## config.mk

```make
export PLATFORM = sky130hd
export DESIGN_NAME = color_gradient_lookup_flat
export DESIGN_NICKNAME = d
export VERILOG_FILES = /design/src/rtl/cgl_pkg.sv /design/src/rtl/cgl_if.sv /design/src/rtl/color_gradient_lookup.sv /design/src/rtl/cgl_div_pipe.sv /design/src/flat_wrapper.sv
export SDC_FILE = /design/constraint.sdc
export NUM_CORES = 2
export LEC_CHECK = 0
export BUFFER_PORTS_ARGS = -buffer_cell sky130_fd_sc_hd__buf_2
export CAP_MARGIN = 20
export CORE_AREA = 8 8 507 509
export CTS_BUF_LIST = sky130_fd_sc_hd__clkbuf_16
export DETAILED_ROUTE_END_ITERATION = 12
export DIE_AREA = 0 0 515 517
export SETUP_SLACK_MARGIN = 0.2
export SLEW_MARGIN = 20
export SYNTH_ARGS = -nofsm -noshare
export SYNTH_HDL_FRONTEND = slang
export SYNTH_SLANG_ARGS = --single-unit
```

## constraint.sdc

```tcl
create_clock -name clk -period 80.6 [get_ports clk]
set_input_delay 16.12 -clock clk [delete_from_list [all_inputs] [get_ports clk]]
set_output_delay 16.12 -clock clk [all_outputs]
set_load 0.02 [all_outputs]
```

## src/rtl/cgl_pkg.sv

```systemverilog
// Shared types, constants and helpers of the colour gradient lookup.
package cgl_pkg;

	localparam int NUM_STOP_REGS = 7;
	localparam int DEF_MAX_STOPS = 7;
	localparam int LOC_FRAC      = 12;
	localparam int LOC_W         = LOC_FRAC + 1;
	localparam int LOC_LSB       = 32;
	localparam int QUERY_LOC_W   = 16;
	localparam int STOP_W        = 45;
	localparam int COLOR_W       = 32;
	localparam int CH_W          = 8;
	localparam int NUM_CH        = 4;
	localparam int NUM_W         = LOC_W + CH_W;
	localparam int DIV_STEPS     = CH_W;
	localparam int IDX_W         = 3;
	localparam int CNT_W         = 3;
	localparam int CFG_IDX_W     = 4;

	localparam logic [LOC_W-1:0]     LOC_ONE        = LOC_W'(1) << LOC_FRAC;
	localparam logic [CNT_W-1:0]     STOP_COUNT_RST = CNT_W'(2);
	localparam logic [CH_W-1:0]      ALPHA_OPAQUE   = '1;

	// register indexes of the write port
	localparam logic [CFG_IDX_W-1:0] REG_STOP_COUNT = CFG_IDX_W'(0);
	localparam logic [CFG_IDX_W-1:0] REG_STOP_FIRST = CFG_IDX_W'(1);
	localparam logic [CFG_IDX_W-1:0] REG_STOP_LAST  = CFG_IDX_W'(NUM_STOP_REGS);

	typedef enum logic [1:0] {
		MODE_DIRECT = 2'd0,
		MODE_LERP   = 2'd1,
		MODE_NONE   = 2'd2
	} cgl_mode_t;

	typedef struct packed {
		logic valid;
		logic found;
	} cgl_tag_t;

	// location of stop k: first stop pinned to 0, last stop in use pinned to 1.0
	function automatic logic [LOC_W-1:0] loc_at(
		input logic [IDX_W-1:0]  k,
		input logic [IDX_W-1:0]  last,
		input logic [STOP_W-1:0] word
	);
		logic [LOC_W-1:0] loc;
		if (k == '0) begin
			loc = '0;
		end else if (k == last) begin
			loc = LOC_ONE;
		end else begin
			loc = word[LOC_LSB +: LOC_W];
		end
		return loc;
	endfunction

endpackage

```

## src/rtl/cgl_if.sv

```systemverilog
// Query and colour channel interfaces of the colour gradient lookup.
interface cgl_query_if;
	import cgl_pkg::*;

	logic                          valid;
	logic                          ready;
	logic signed [QUERY_LOC_W-1:0] location;
	logic                          include_alpha;

	modport source(output valid, location, include_alpha, input ready);
	modport sink(input valid, location, include_alpha, output ready);
endinterface

interface cgl_color_if;
	import cgl_pkg::*;

	logic            valid;
	logic            ready;
	logic [CH_W-1:0] red;
	logic [CH_W-1:0] green;
	logic [CH_W-1:0] blue;
	logic [CH_W-1:0] alpha;
	logic            found;

	modport source(output valid, red, green, blue, alpha, found, input ready);
	modport sink(input valid, red, green, blue, alpha, found, output ready);
endinterface

```

## src/rtl/color_gradient_lookup.sv

```systemverilog
// Top level of the colour gradient lookup: stop registers, search, weights and output.
//
//  channel  | dir | handshake     | payload
//  query    | in  | valid/ready   | location (s16, Q.12), include_alpha
//  color    | out | valid/ready   | red, green, blue, alpha, found
//  wr_*     | in  | wr_en only    | wr_index (0 count, 1..7 stops), wr_data (45 b)
//
// Stages: clamp, stop search, weight fetch, multiply, then eight divider
// stages, one quotient bit each. One item per cycle when the colour side is ready.
// A stall at the output holds every stage; the last divider stage is the output register.
// Reset clears the valid bits, sets stop_count to 2 and every stop word to 0.
module color_gradient_lookup #(
	parameter int MAX_STOPS = cgl_pkg::DEF_MAX_STOPS
) (
	input  logic                             clk,
	input  logic                             arst_n,
	input  logic                             wr_en,
	input  logic [cgl_pkg::CFG_IDX_W-1:0]    wr_index,
	input  logic [cgl_pkg::STOP_W-1:0]       wr_data,
	cgl_query_if.sink                        query,
	cgl_color_if.source                      color
);
	import cgl_pkg::*;

	// configuration
	logic [CNT_W-1:0]  stop_count_q;
	logic [STOP_W-1:0] stop_word_q [NUM_STOP_REGS];
	logic [CNT_W-1:0]  n_used;
	logic [IDX_W-1:0]  n_last;

	// pipeline
	logic              en;
	logic [LOC_W-1:0]  x_in;
	logic              v_s1, ia_s1;
	logic [LOC_W-1:0]  x_s1;
	logic              v_s2, ia_s2;
	logic [LOC_W-1:0]  x_s2;
	cgl_mode_t         mode_s2;
	logic [IDX_W-1:0]  lidx_s2;
	logic              v_s3, found_s3, a255_s3;
	logic [LOC_W-1:0]  span_s3, wl_s3, wr_s3;
	logic [COLOR_W-1:0] cl_s3, cr_s3;
	cgl_tag_t          tag_s4;
	logic [NUM_W-1:0]  num_s4 [NUM_CH];
	logic [LOC_W-1:0]  span_s4;

	// search
	cgl_mode_t         mode_d;
	logic [IDX_W-1:0]  lidx_d;
	logic              hit_any, hit_eq;
	logic [IDX_W-1:0]  hit_idx;
	logic [LOC_W-1:0]  lo_loc, hi_loc;

	// weight fetch
	logic [IDX_W-1:0]  ridx;
	logic [STOP_W-1:0] word_l, word_r;
	logic [LOC_W-1:0]  xl, xr;
	logic [LOC_W-1:0]  span_d, wl_d, wr_d;
	logic [COLOR_W-1:0] cl_d, cr_d;

	// divider
	logic [NUM_W-1:0]  num_d [NUM_CH];
	cgl_tag_t          tag_out;
	logic [CH_W-1:0]   quo_out [NUM_CH];

	always_ff @(posedge clk or negedge arst_n) begin
		if (!arst_n) begin
			stop_count_q <= STOP_COUNT_RST;
			stop_word_q  <= '{default: '0};
		end else if (wr_en) begin
			if (wr_index == REG_STOP_COUNT) begin
				stop_count_q <= wr_data[CNT_W-1:0];
			end else if (wr_index <= REG_STOP_LAST) begin
				stop_word_q[IDX_W'(wr_index - REG_STOP_FIRST)] <= wr_data;
			end
		end
	end

	always_comb begin
		if (stop_count_q == '0) begin
			n_used = CNT_W'(1);
		end else if (stop_count_q > CNT_W'(MAX_STOPS)) begin
			n_used = CNT_W'(MAX_STOPS);
		end else begin
			n_used = stop_count_q;
		end
		n_last = n_used - CNT_W'(1);
	end

	assign en          = !tag_out.valid || color.ready;
	assign query.ready = en;

	// stage 1: clamp to 0..1.0
	always_comb begin
		if (query.location[QUERY_LOC_W-1]) begin
			x_in = '0;
		end else if (query.location[QUERY_LOC_W-2:0] > (QUERY_LOC_W-1)'(LOC_ONE)) begin
			x_in = LOC_ONE;
		end else begin
			x_in = query.location[LOC_W-1:0];
		end
	end

	always_ff @(posedge clk or negedge arst_n) begin
		if (!arst_n) begin
			v_s1 <= 1'b0;
		end else if (en) begin
			v_s1 <= query.valid;
		end
	end

	always_ff @(posedge clk) begin
		if (en) begin
			x_s1  <= x_in;
			ia_s1 <= query.include_alpha;
		end
	end

	// stage 2: search the segments, the lowest one that matches wins
	always_comb begin
		hit_any = 1'b0;
		hit_eq  = 1'b0;
		hit_idx = '0;
		lo_loc  = '0;
		hi_loc  = '0;
		for (int i = MAX_STOPS - 1; i >= 1; i--) begin
			lo_loc = loc_at(IDX_W'(i - 1), n_last, stop_word_q[i-1]);
			hi_loc = loc_at(IDX_W'(i), n_last, stop_word_q[i]);
			if (IDX_W'(i) < n_used) begin
				if (hi_loc == x_s1 || (lo_loc < x_s1 && x_s1 < hi_loc)) begin
					hit_any = 1'b1;
					hit_eq  = (hi_loc == x_s1);
					hit_idx = IDX_W'(i);
				end
			end
		end

		if (n_used == CNT_W'(1) || x_s1 == '0) begin
			mode_d = MODE_DIRECT;
			lidx_d = '0;
		end else if (x_s1 == LOC_ONE) begin
			mode_d = MODE_DIRECT;
			lidx_d = n_last;
		end else if (hit_any && hit_eq) begin
			mode_d = MODE_DIRECT;
			lidx_d = hit_idx;
		end else if (hit_any) begin
			mode_d = MODE_LERP;
			lidx_d = hit_idx - IDX_W'(1);
		end else begin
			mode_d = MODE_NONE;
			lidx_d = '0;
		end
	end

	always_ff @(posedge clk or negedge arst_n) begin
		if (!arst_n) begin
			v_s2 <= 1'b0;
		end else if (en) begin
			v_s2 <= v_s1;
		end
	end

	always_ff @(posedge clk) begin
		if (en) begin
			x_s2    <= x_s1;
			ia_s2   <= ia_s1;
			mode_s2 <= mode_d;
			lidx_s2 <= lidx_d;
		end
	end

	// stage 3: fetch the bracketing stops and form the weights
	assign ridx   = (mode_s2 == MODE_LERP) ? lidx_s2 + IDX_W'(1) : lidx_s2;
	assign word_l = stop_word_q[lidx_s2];
	assign word_r = stop_word_q[ridx];
	assign xl     = loc_at(lidx_s2, n_last, word_l);
	assign xr     = loc_at(ridx, n_last, word_r);

	always_comb begin
		unique case (mode_s2)
			MODE_LERP: begin
				span_d = xr - xl;
				wl_d   = xr - x_s2;
				wr_d   = x_s2 - xl;
				cl_d   = word_l[COLOR_W-1:0];
				cr_d   = word_r[COLOR_W-1:0];
			end
			MODE_DIRECT: begin
				// a unit divisor passes the stop colour straight through
				span_d = LOC_W'(1);
				wl_d   = LOC_W'(1);
				wr_d   = '0;
				cl_d   = word_l[COLOR_W-1:0];
				cr_d   = '0;
			end
			default: begin
				span_d = LOC_W'(1);
				wl_d   = '0;
				wr_d   = '0;
				cl_d   = '0;
				cr_d   = '0;
			end
		endcase
	end

	always_ff @(posedge clk or negedge arst_n) begin
		if (!arst_n) begin
			v_s3 <= 1'b0;
		end else if (en) begin
			v_s3 <= v_s2;
		end
	end

	always_ff @(posedge clk) begin
		if (en) begin
			span_s3  <= span_d;
			wl_s3    <= wl_d;
			wr_s3    <= wr_d;
			cl_s3    <= cl_d;
			cr_s3    <= cr_d;
			found_s3 <= (mode_s2 != MODE_NONE);
			a255_s3  <= (mode_s2 == MODE_LERP) && !ia_s2;
		end
	end

	// stage 4: weighted sums; opaque alpha becomes 255 * span over span
	always_comb begin
		for (int c = 0; c < NUM_CH; c++) begin
			num_d[c] = NUM_W'(cl_s3[(NUM_CH-1-c)*CH_W +: CH_W]) * NUM_W'(wl_s3)
				+ NUM_W'(cr_s3[(NUM_CH-1-c)*CH_W +: CH_W]) * NUM_W'(wr_s3);
		end
		if (a255_s3) begin
			num_d[NUM_CH-1] = NUM_W'({span_s3, CH_W'(0)}) - NUM_W'(span_s3);
		end
	end

	always_ff @(posedge clk or negedge arst_n) begin
		if (!arst_n) begin
			tag_s4 <= '0;
		end else if (en) begin
			tag_s4.valid <= v_s3;
			tag_s4.found <= found_s3;
		end
	end

	always_ff @(posedge clk) begin
		if (en) begin
			span_s4 <= span_s3;
			for (int c = 0; c < NUM_CH; c++) begin
				num_s4[c] <= num_d[c];
			end
		end
	end

	cgl_div_pipe u_div (
		.clk     (clk),
		.arst_n  (arst_n),
		.en      (en),
		.tag_in  (tag_s4),
		.num_in  (num_s4),
		.span_in (span_s4),
		.tag_out (tag_out),
		.quo_out (quo_out)
	);

	assign color.valid = tag_out.valid;
	assign color.found = tag_out.found;
	assign color.red   = quo_out[0];
	assign color.green = quo_out[1];
	assign color.blue  = quo_out[2];
	assign color.alpha = quo_out[3];

`ifndef SYNTH
	a_none_is_black: assert property (@(posedge clk) disable iff (!arst_n)
		color.valid && !color.found |->
			color.red == '0 && color.green == '0 && color.blue == '0 && color.alpha == '0)
		else $error("item without a segment carries a colour");

	a_stall_blocks_input: assert property (@(posedge clk) disable iff (!arst_n)
		color.valid && !color.ready |-> !query.ready)
		else $error("query taken while the output is stalled");

	a_clamped: assert property (@(posedge clk) disable iff (!arst_n)
		v_s1 |-> x_s1 <= LOC_ONE)
		else $error("clamped location above 1.0");

	a_weights_sum: assert property (@(posedge clk) disable iff (!arst_n)
		v_s3 && found_s3 |->
			(({1'b0, wl_s3} + {1'b0, wr_s3}) == {1'b0, span_s3}) && span_s3 != '0)
		else $error("weights do not add up to the segment span");
`endif

endmodule

```

## src/rtl/cgl_div_pipe.sv

```systemverilog
// Pipelined restoring divider, one quotient bit per stage, four channels on a shared divisor.
module cgl_div_pipe (
	input  logic                         clk,
	input  logic                         arst_n,
	input  logic                         en,
	input  cgl_pkg::cgl_tag_t            tag_in,
	input  logic [cgl_pkg::NUM_W-1:0]    num_in [cgl_pkg::NUM_CH],
	input  logic [cgl_pkg::LOC_W-1:0]    span_in,
	output cgl_pkg::cgl_tag_t            tag_out,
	output logic [cgl_pkg::CH_W-1:0]     quo_out [cgl_pkg::NUM_CH]
);
	import cgl_pkg::*;

	cgl_tag_t         tag_s  [DIV_STEPS];
	logic [CH_W-1:0]  quo_s  [DIV_STEPS][NUM_CH];
	logic [NUM_W-1:0] rem_s  [DIV_STEPS-1][NUM_CH];
	logic [LOC_W-1:0] span_s [DIV_STEPS-1];

	for (genvar k = 0; k < DIV_STEPS; k++) begin : g_step
		localparam int B = CH_W - 1 - k;

		cgl_tag_t         tag_k;
		logic [CH_W-1:0]  quo_k [NUM_CH];
		logic [NUM_W-1:0] rem_k [NUM_CH];
		logic [LOC_W-1:0] span_k;
		logic [NUM_W-1:0] dvs;
		logic [NUM_CH-1:0] take;

		if (k == 0) begin : g_first
			always_comb begin
				tag_k  = tag_in;
				span_k = span_in;
				for (int c = 0; c < NUM_CH; c++) begin
					quo_k[c] = '0;
					rem_k[c] = num_in[c];
				end
			end
		end else begin : g_next
			always_comb begin
				tag_k  = tag_s[k-1];
				span_k = span_s[k-1];
				for (int c = 0; c < NUM_CH; c++) begin
					quo_k[c] = quo_s[k-1][c];
					rem_k[c] = rem_s[k-1][c];
				end
			end
		end

		assign dvs = NUM_W'(span_k) << B;

		always_comb begin
			for (int c = 0; c < NUM_CH; c++) begin
				take[c] = (rem_k[c] >= dvs);
			end
		end

		always_ff @(posedge clk or negedge arst_n) begin
			if (!arst_n) begin
				tag_s[k] <= '0;
			end else if (en) begin
				tag_s[k] <= tag_k;
			end
		end

		always_ff @(posedge clk) begin
			if (en) begin
				for (int c = 0; c < NUM_CH; c++) begin
					quo_s[k][c] <= {quo_k[c][CH_W-2:0], take[c]};
				end
			end
		end

		// the last stage only needs the quotient
		if (k < DIV_STEPS - 1) begin : g_rem
			always_ff @(posedge clk) begin
				if (en) begin
					span_s[k] <= span_k;
					for (int c = 0; c < NUM_CH; c++) begin
						rem_s[k][c] <= take[c] ? rem_k[c] - dvs : rem_k[c];
					end
				end
			end
		end
	end

	assign tag_out = tag_s[DIV_STEPS-1];

	always_comb begin
		for (int c = 0; c < NUM_CH; c++) begin
			quo_out[c] = quo_s[DIV_STEPS-1][c];
		end
	end

endmodule
```

## src/flat_wrapper.sv

```systemverilog
// flat-port wrapper written by rule: the top's interface ports become plain ports
module color_gradient_lookup_flat import cgl_pkg::*;
#(
	parameter int MAX_STOPS = cgl_pkg::DEF_MAX_STOPS
)
  (clk, arst_n, wr_en, wr_index, wr_data, query_valid, query_location, query_include_alpha, query_ready, color_valid, color_red, color_green, color_blue, color_alpha, color_found, color_ready);
  cgl_query_if query_i ();
  cgl_color_if color_i ();
  input  logic clk;
  input  logic arst_n;
  input  logic wr_en;
  input  logic [cgl_pkg::CFG_IDX_W-1:0] wr_index;
  input  logic [cgl_pkg::STOP_W-1:0] wr_data;
  input wire logic [$bits(query_i.valid)-1:0] query_valid;
  input wire logic [$bits(query_i.location)-1:0] query_location;
  input wire logic [$bits(query_i.include_alpha)-1:0] query_include_alpha;
  output wire logic [$bits(query_i.ready)-1:0] query_ready;
  output wire logic [$bits(color_i.valid)-1:0] color_valid;
  output wire logic [$bits(color_i.red)-1:0] color_red;
  output wire logic [$bits(color_i.green)-1:0] color_green;
  output wire logic [$bits(color_i.blue)-1:0] color_blue;
  output wire logic [$bits(color_i.alpha)-1:0] color_alpha;
  output wire logic [$bits(color_i.found)-1:0] color_found;
  input wire logic [$bits(color_i.ready)-1:0] color_ready;
  assign query_i.valid = query_valid;
  assign query_i.location = query_location;
  assign query_i.include_alpha = query_include_alpha;
  assign query_ready = query_i.ready;
  assign color_valid = color_i.valid;
  assign color_red = color_i.red;
  assign color_green = color_i.green;
  assign color_blue = color_i.blue;
  assign color_alpha = color_i.alpha;
  assign color_found = color_i.found;
  assign color_i.ready = color_ready;
  color_gradient_lookup #(.MAX_STOPS(MAX_STOPS)) u_core (.clk(clk), .arst_n(arst_n), .wr_en(wr_en), .wr_index(wr_index), .wr_data(wr_data), .query(query_i), .color(color_i));
endmodule
```

==> metrics.log <==
INFO  metric critical_path.endpoint_type = primary output
INFO  metric clock_tree.htree_level_count = 4
INFO  metric syn_area_per_cell = 10.7 µm²
INFO  metric most_instantiated_library_cell_after_synthesis = sky130_fd_sc_hd__nand2_1
INFO  metric timing.critical_path.from_type = primary input
INFO  metric cp_num_cells = 5
INFO  metric globalRoute.totalOverflow = 0
INFO  metric worstSetupPathType = primary input to primary output
INFO  metric drtAntennaViolNets = 0
INFO  metric drt_first_pass_iters = 5
INFO  metric via_count = 71.4k
INFO  metric die_width = 515 µm
INFO  metric wl_met1 = 109 mm
INFO  metric dieArea = 266000 µm²
INFO  metric worst_pin_slew = 1230 ps
INFO  metric fin_crit_sh = 41.3%
INFO  metric synth_area_leaders = sky130_fd_sc_hd__edfxtp_1, sky130_fd_sc_hd__fa_1, sky130_fd_sc_hd__ha_1
INFO  metric outcome = completed
INFO  metric maximum_number_of_pins_on_one_net_before_global_route_repair = 187
INFO  metric maxCapViolCount = 0
INFO  metric syn-num-nets = 11.2k
INFO  metric numCtsBuffers = 162
INFO  metric detailedPlacementHpwl = 209 mm
INFO  metric hold_viol_final = 0
INFO  metric timing.critical_path.arrival = 17170 ps
INFO  metric finalSetupViolations = 0
INFO  metric final.min_clock_period = 33290 ps
INFO  metric route.detailed.vias_per_inst = 5.42
INFO  metric critPathSlowestCell = sky130_fd_sc_hd__buf_2
INFO  metric tightest_hold_check_type = flip-flop to flip-flop
INFO  metric cp_data_required_time = 64480 ps
INFO  metric holdPathStages = 0
INFO  metric number_of_antenna_violations_at_the_first_check_in_global_routing = 13
INFO  metric cts_num_sinks = 1397
INFO  metric ys.warnings.count = 0
INFO  metric floorplan.initialDensity = 41.6%
INFO  metric drt_drc_violations_left = 0
INFO  metric maxSlewHeadroom = 17.3%
INFO  metric critical-path-top-delay-family = buffers and inverters
INFO  metric maxClockFrequency = 30.0 MHz
INFO  metric floorplan.core_area = 250000 µm²
INFO  metric tritoncts = yes
INFO  metric crit_path_max_incr_delay = 320 ps
INFO  metric numPortBuffers = 105
INFO  metric io_pins = 106
INFO  metric worst-r2r-cell-count = 21
INFO  metric first_global_vias = 74.4k
INFO  metric area_growth_syn_to_layout = 9.25%
INFO  metric synthFlopType = sky130_fd_sc_hd__edfxtp_1
INFO  metric finalSetupTns = 0 ps
INFO  metric route.detailed.wl_per_inst = 21.0 µm
INFO  metric first_iter_violations = 4400
INFO  metric clk_pin_slew_worst_paths = 60 ps
INFO  metric cts_resized = 0
INFO  metric grt_setup_unrepaired = no
INFO  metric async_reset_ff_share = 24.3%
INFO  metric hold_slack = 412 ps
INFO  metric layout-drive-gt1-share = 10.0%
INFO  metric critPathBufInv = 4
INFO  metric share_of_synthesized_area_occupied_by_flip_flops_and_latches = 38.8%
INFO  metric synth_top_area_cell = sky130_fd_sc_hd__edfxtp_1
INFO  metric clockBufferDepth = 3
INFO  metric synth.distinct_cells = 90
INFO  metric wirelength = 276 mm
INFO  metric cts_hold_buffers = 0
INFO  metric worstPathCellList = buf_2 -> nor2b_2 -> buf_4 -> inv_8 -> buf_2
INFO  metric synth_enable_flop_cells = 1058
INFO  metric num_rows = 184
INFO  metric grt_pass1_wl = 427 mm
INFO  metric met2_length = 140 mm
INFO  metric syn-instance-count = 9666
INFO  metric cts-root-buf = sky130_fd_sc_hd__clkbuf_16
INFO  metric met3_length = 11.3 mm
INFO  metric critical_path.most_common_cell = sky130_fd_sc_hd__buf_2
INFO  metric routabilityCongestion = 0.921
INFO  metric synth_commonest_cells = sky130_fd_sc_hd__nand2_1, sky130_fd_sc_hd__inv_1, sky130_fd_sc_hd__edfxtp_1
INFO  metric layout.cells.non_filler = 13.2k
INFO  metric highest_layer = met5
INFO  metric synth-seq-cells = 1397
INFO  metric syn_area = 104000 µm²
INFO  metric worst_skew_pair.late_latency = 830 ps
INFO  metric post_cts.repair.setup_buffers = 0
INFO  metric timing.final.max_slew_violations = 0
INFO  metric worstPathMaxFanout = 43
INFO  metric chipHeight = 517 µm
INFO  metric synth_largest_type_area_fraction = 30.6%
INFO  metric grt.total_usage = 20.5%
INFO  metric fin_worst_skew = 45.1 ps
INFO  metric place.detailed.instances = 12.9k
INFO  metric num-nets-final = 11.3k
cell families after synthesis:
family | Yosys count | share of synthesized area (%)
buffers and inverters | 1421 | 5.19
DFF | 1397 | 38.8
AOI/OAI and AO/OA | 1570 | 9.47
muxes | 552 | 6.77
and+or+nand+nor | 2772 | 12.8
adders and majority gates | 1512 | 23.2
xor gates and xnor gates | 442 | 3.75
layout make-up:
cell class,instances,area [µm²]
Fill cell,23082,136000
Sequential cell,1397,40300
Clock inverter,137,1200
Multi-Input combinational cell,6848,58400
Tap cell,3348,4190
Clock buffer,164,4100
Timing Repair Buffer,197,1260
Inverter,1076,4050
Antenna cell,10,25.0
per-stage QoR:
step / setup slack [ps] / area [µm²] / utilization, %
2_1_floorplan: 27670 / 104000 / -
3_3_place_gp: 47270 / 108000 / 43.3
3_5_place_dp: 47290 / 108000 / 43.3
4_1_cts: 47280 / 113000 / 45.4
5_1_grt: 47240 / 113000 / 45.5
6_report: 47310 / 113000 / 45.5
state kept, by name (all words and copies together), names as in the netlist, 14 cells and up:
signal / cells
u_core.cr_s3: 32
u_core.u_div.rem_s: 588
u_core.stop_word_q: 315
u_core.u_div.span_s: 91
u_core.u_div.quo_s: 144
u_core.u_div.g_step.tag_k: 14
u_core.cl_s3: 32
u_core.num_s4: 84
final timing paths:
check                                          start                    endpoint  slack (ps)
setup / recovery                         color_ready                 query_ready       47310
setup reg to reg                   u_core.lidx_s2[1]            u_core.wl_s3[12]       72560
hold reg to reg            u_core.u_div.quo_s[1][74]  u_core.u_div.quo_s[1][107]         410
min in group asynchronous                     arst_n     u_core.stop_word_q[281]       15370
max in group asynchronous                     arst_n     u_core.stop_word_q[263]       62660
hold / removal             u_core.u_div.quo_s[1][74]  u_core.u_div.quo_s[1][107]         410
cell usage in the layout (no fill, tap or decap), types with 386 or more instances in the layout:
cell type	instances
sky130_fd_sc_hd__inv_1	1105
sky130_fd_sc_hd__nand2_1	1135
sky130_fd_sc_hd__nor2_1	464
sky130_fd_sc_hd__edfxtp_1	1058
sky130_fd_sc_hd__a21oi_1	440
sky130_fd_sc_hd__and2_1	424
sky130_fd_sc_hd__mux2_2	386
sky130_fd_sc_hd__o21ai_0	424
sky130_fd_sc_hd__fa_1	695
sky130_fd_sc_hd__ha_1	817
routing by layer:
layer	global-route usage (%)	vias up
met3	2.76	632
met5	0	-
met1	23.8	35445
met4	9.95	8
met2	37.2	1858
li1	-	33471
Power is not shown: default switching activity piles up to over one toggle a cycle in this logic, so the estimate is an artifact.
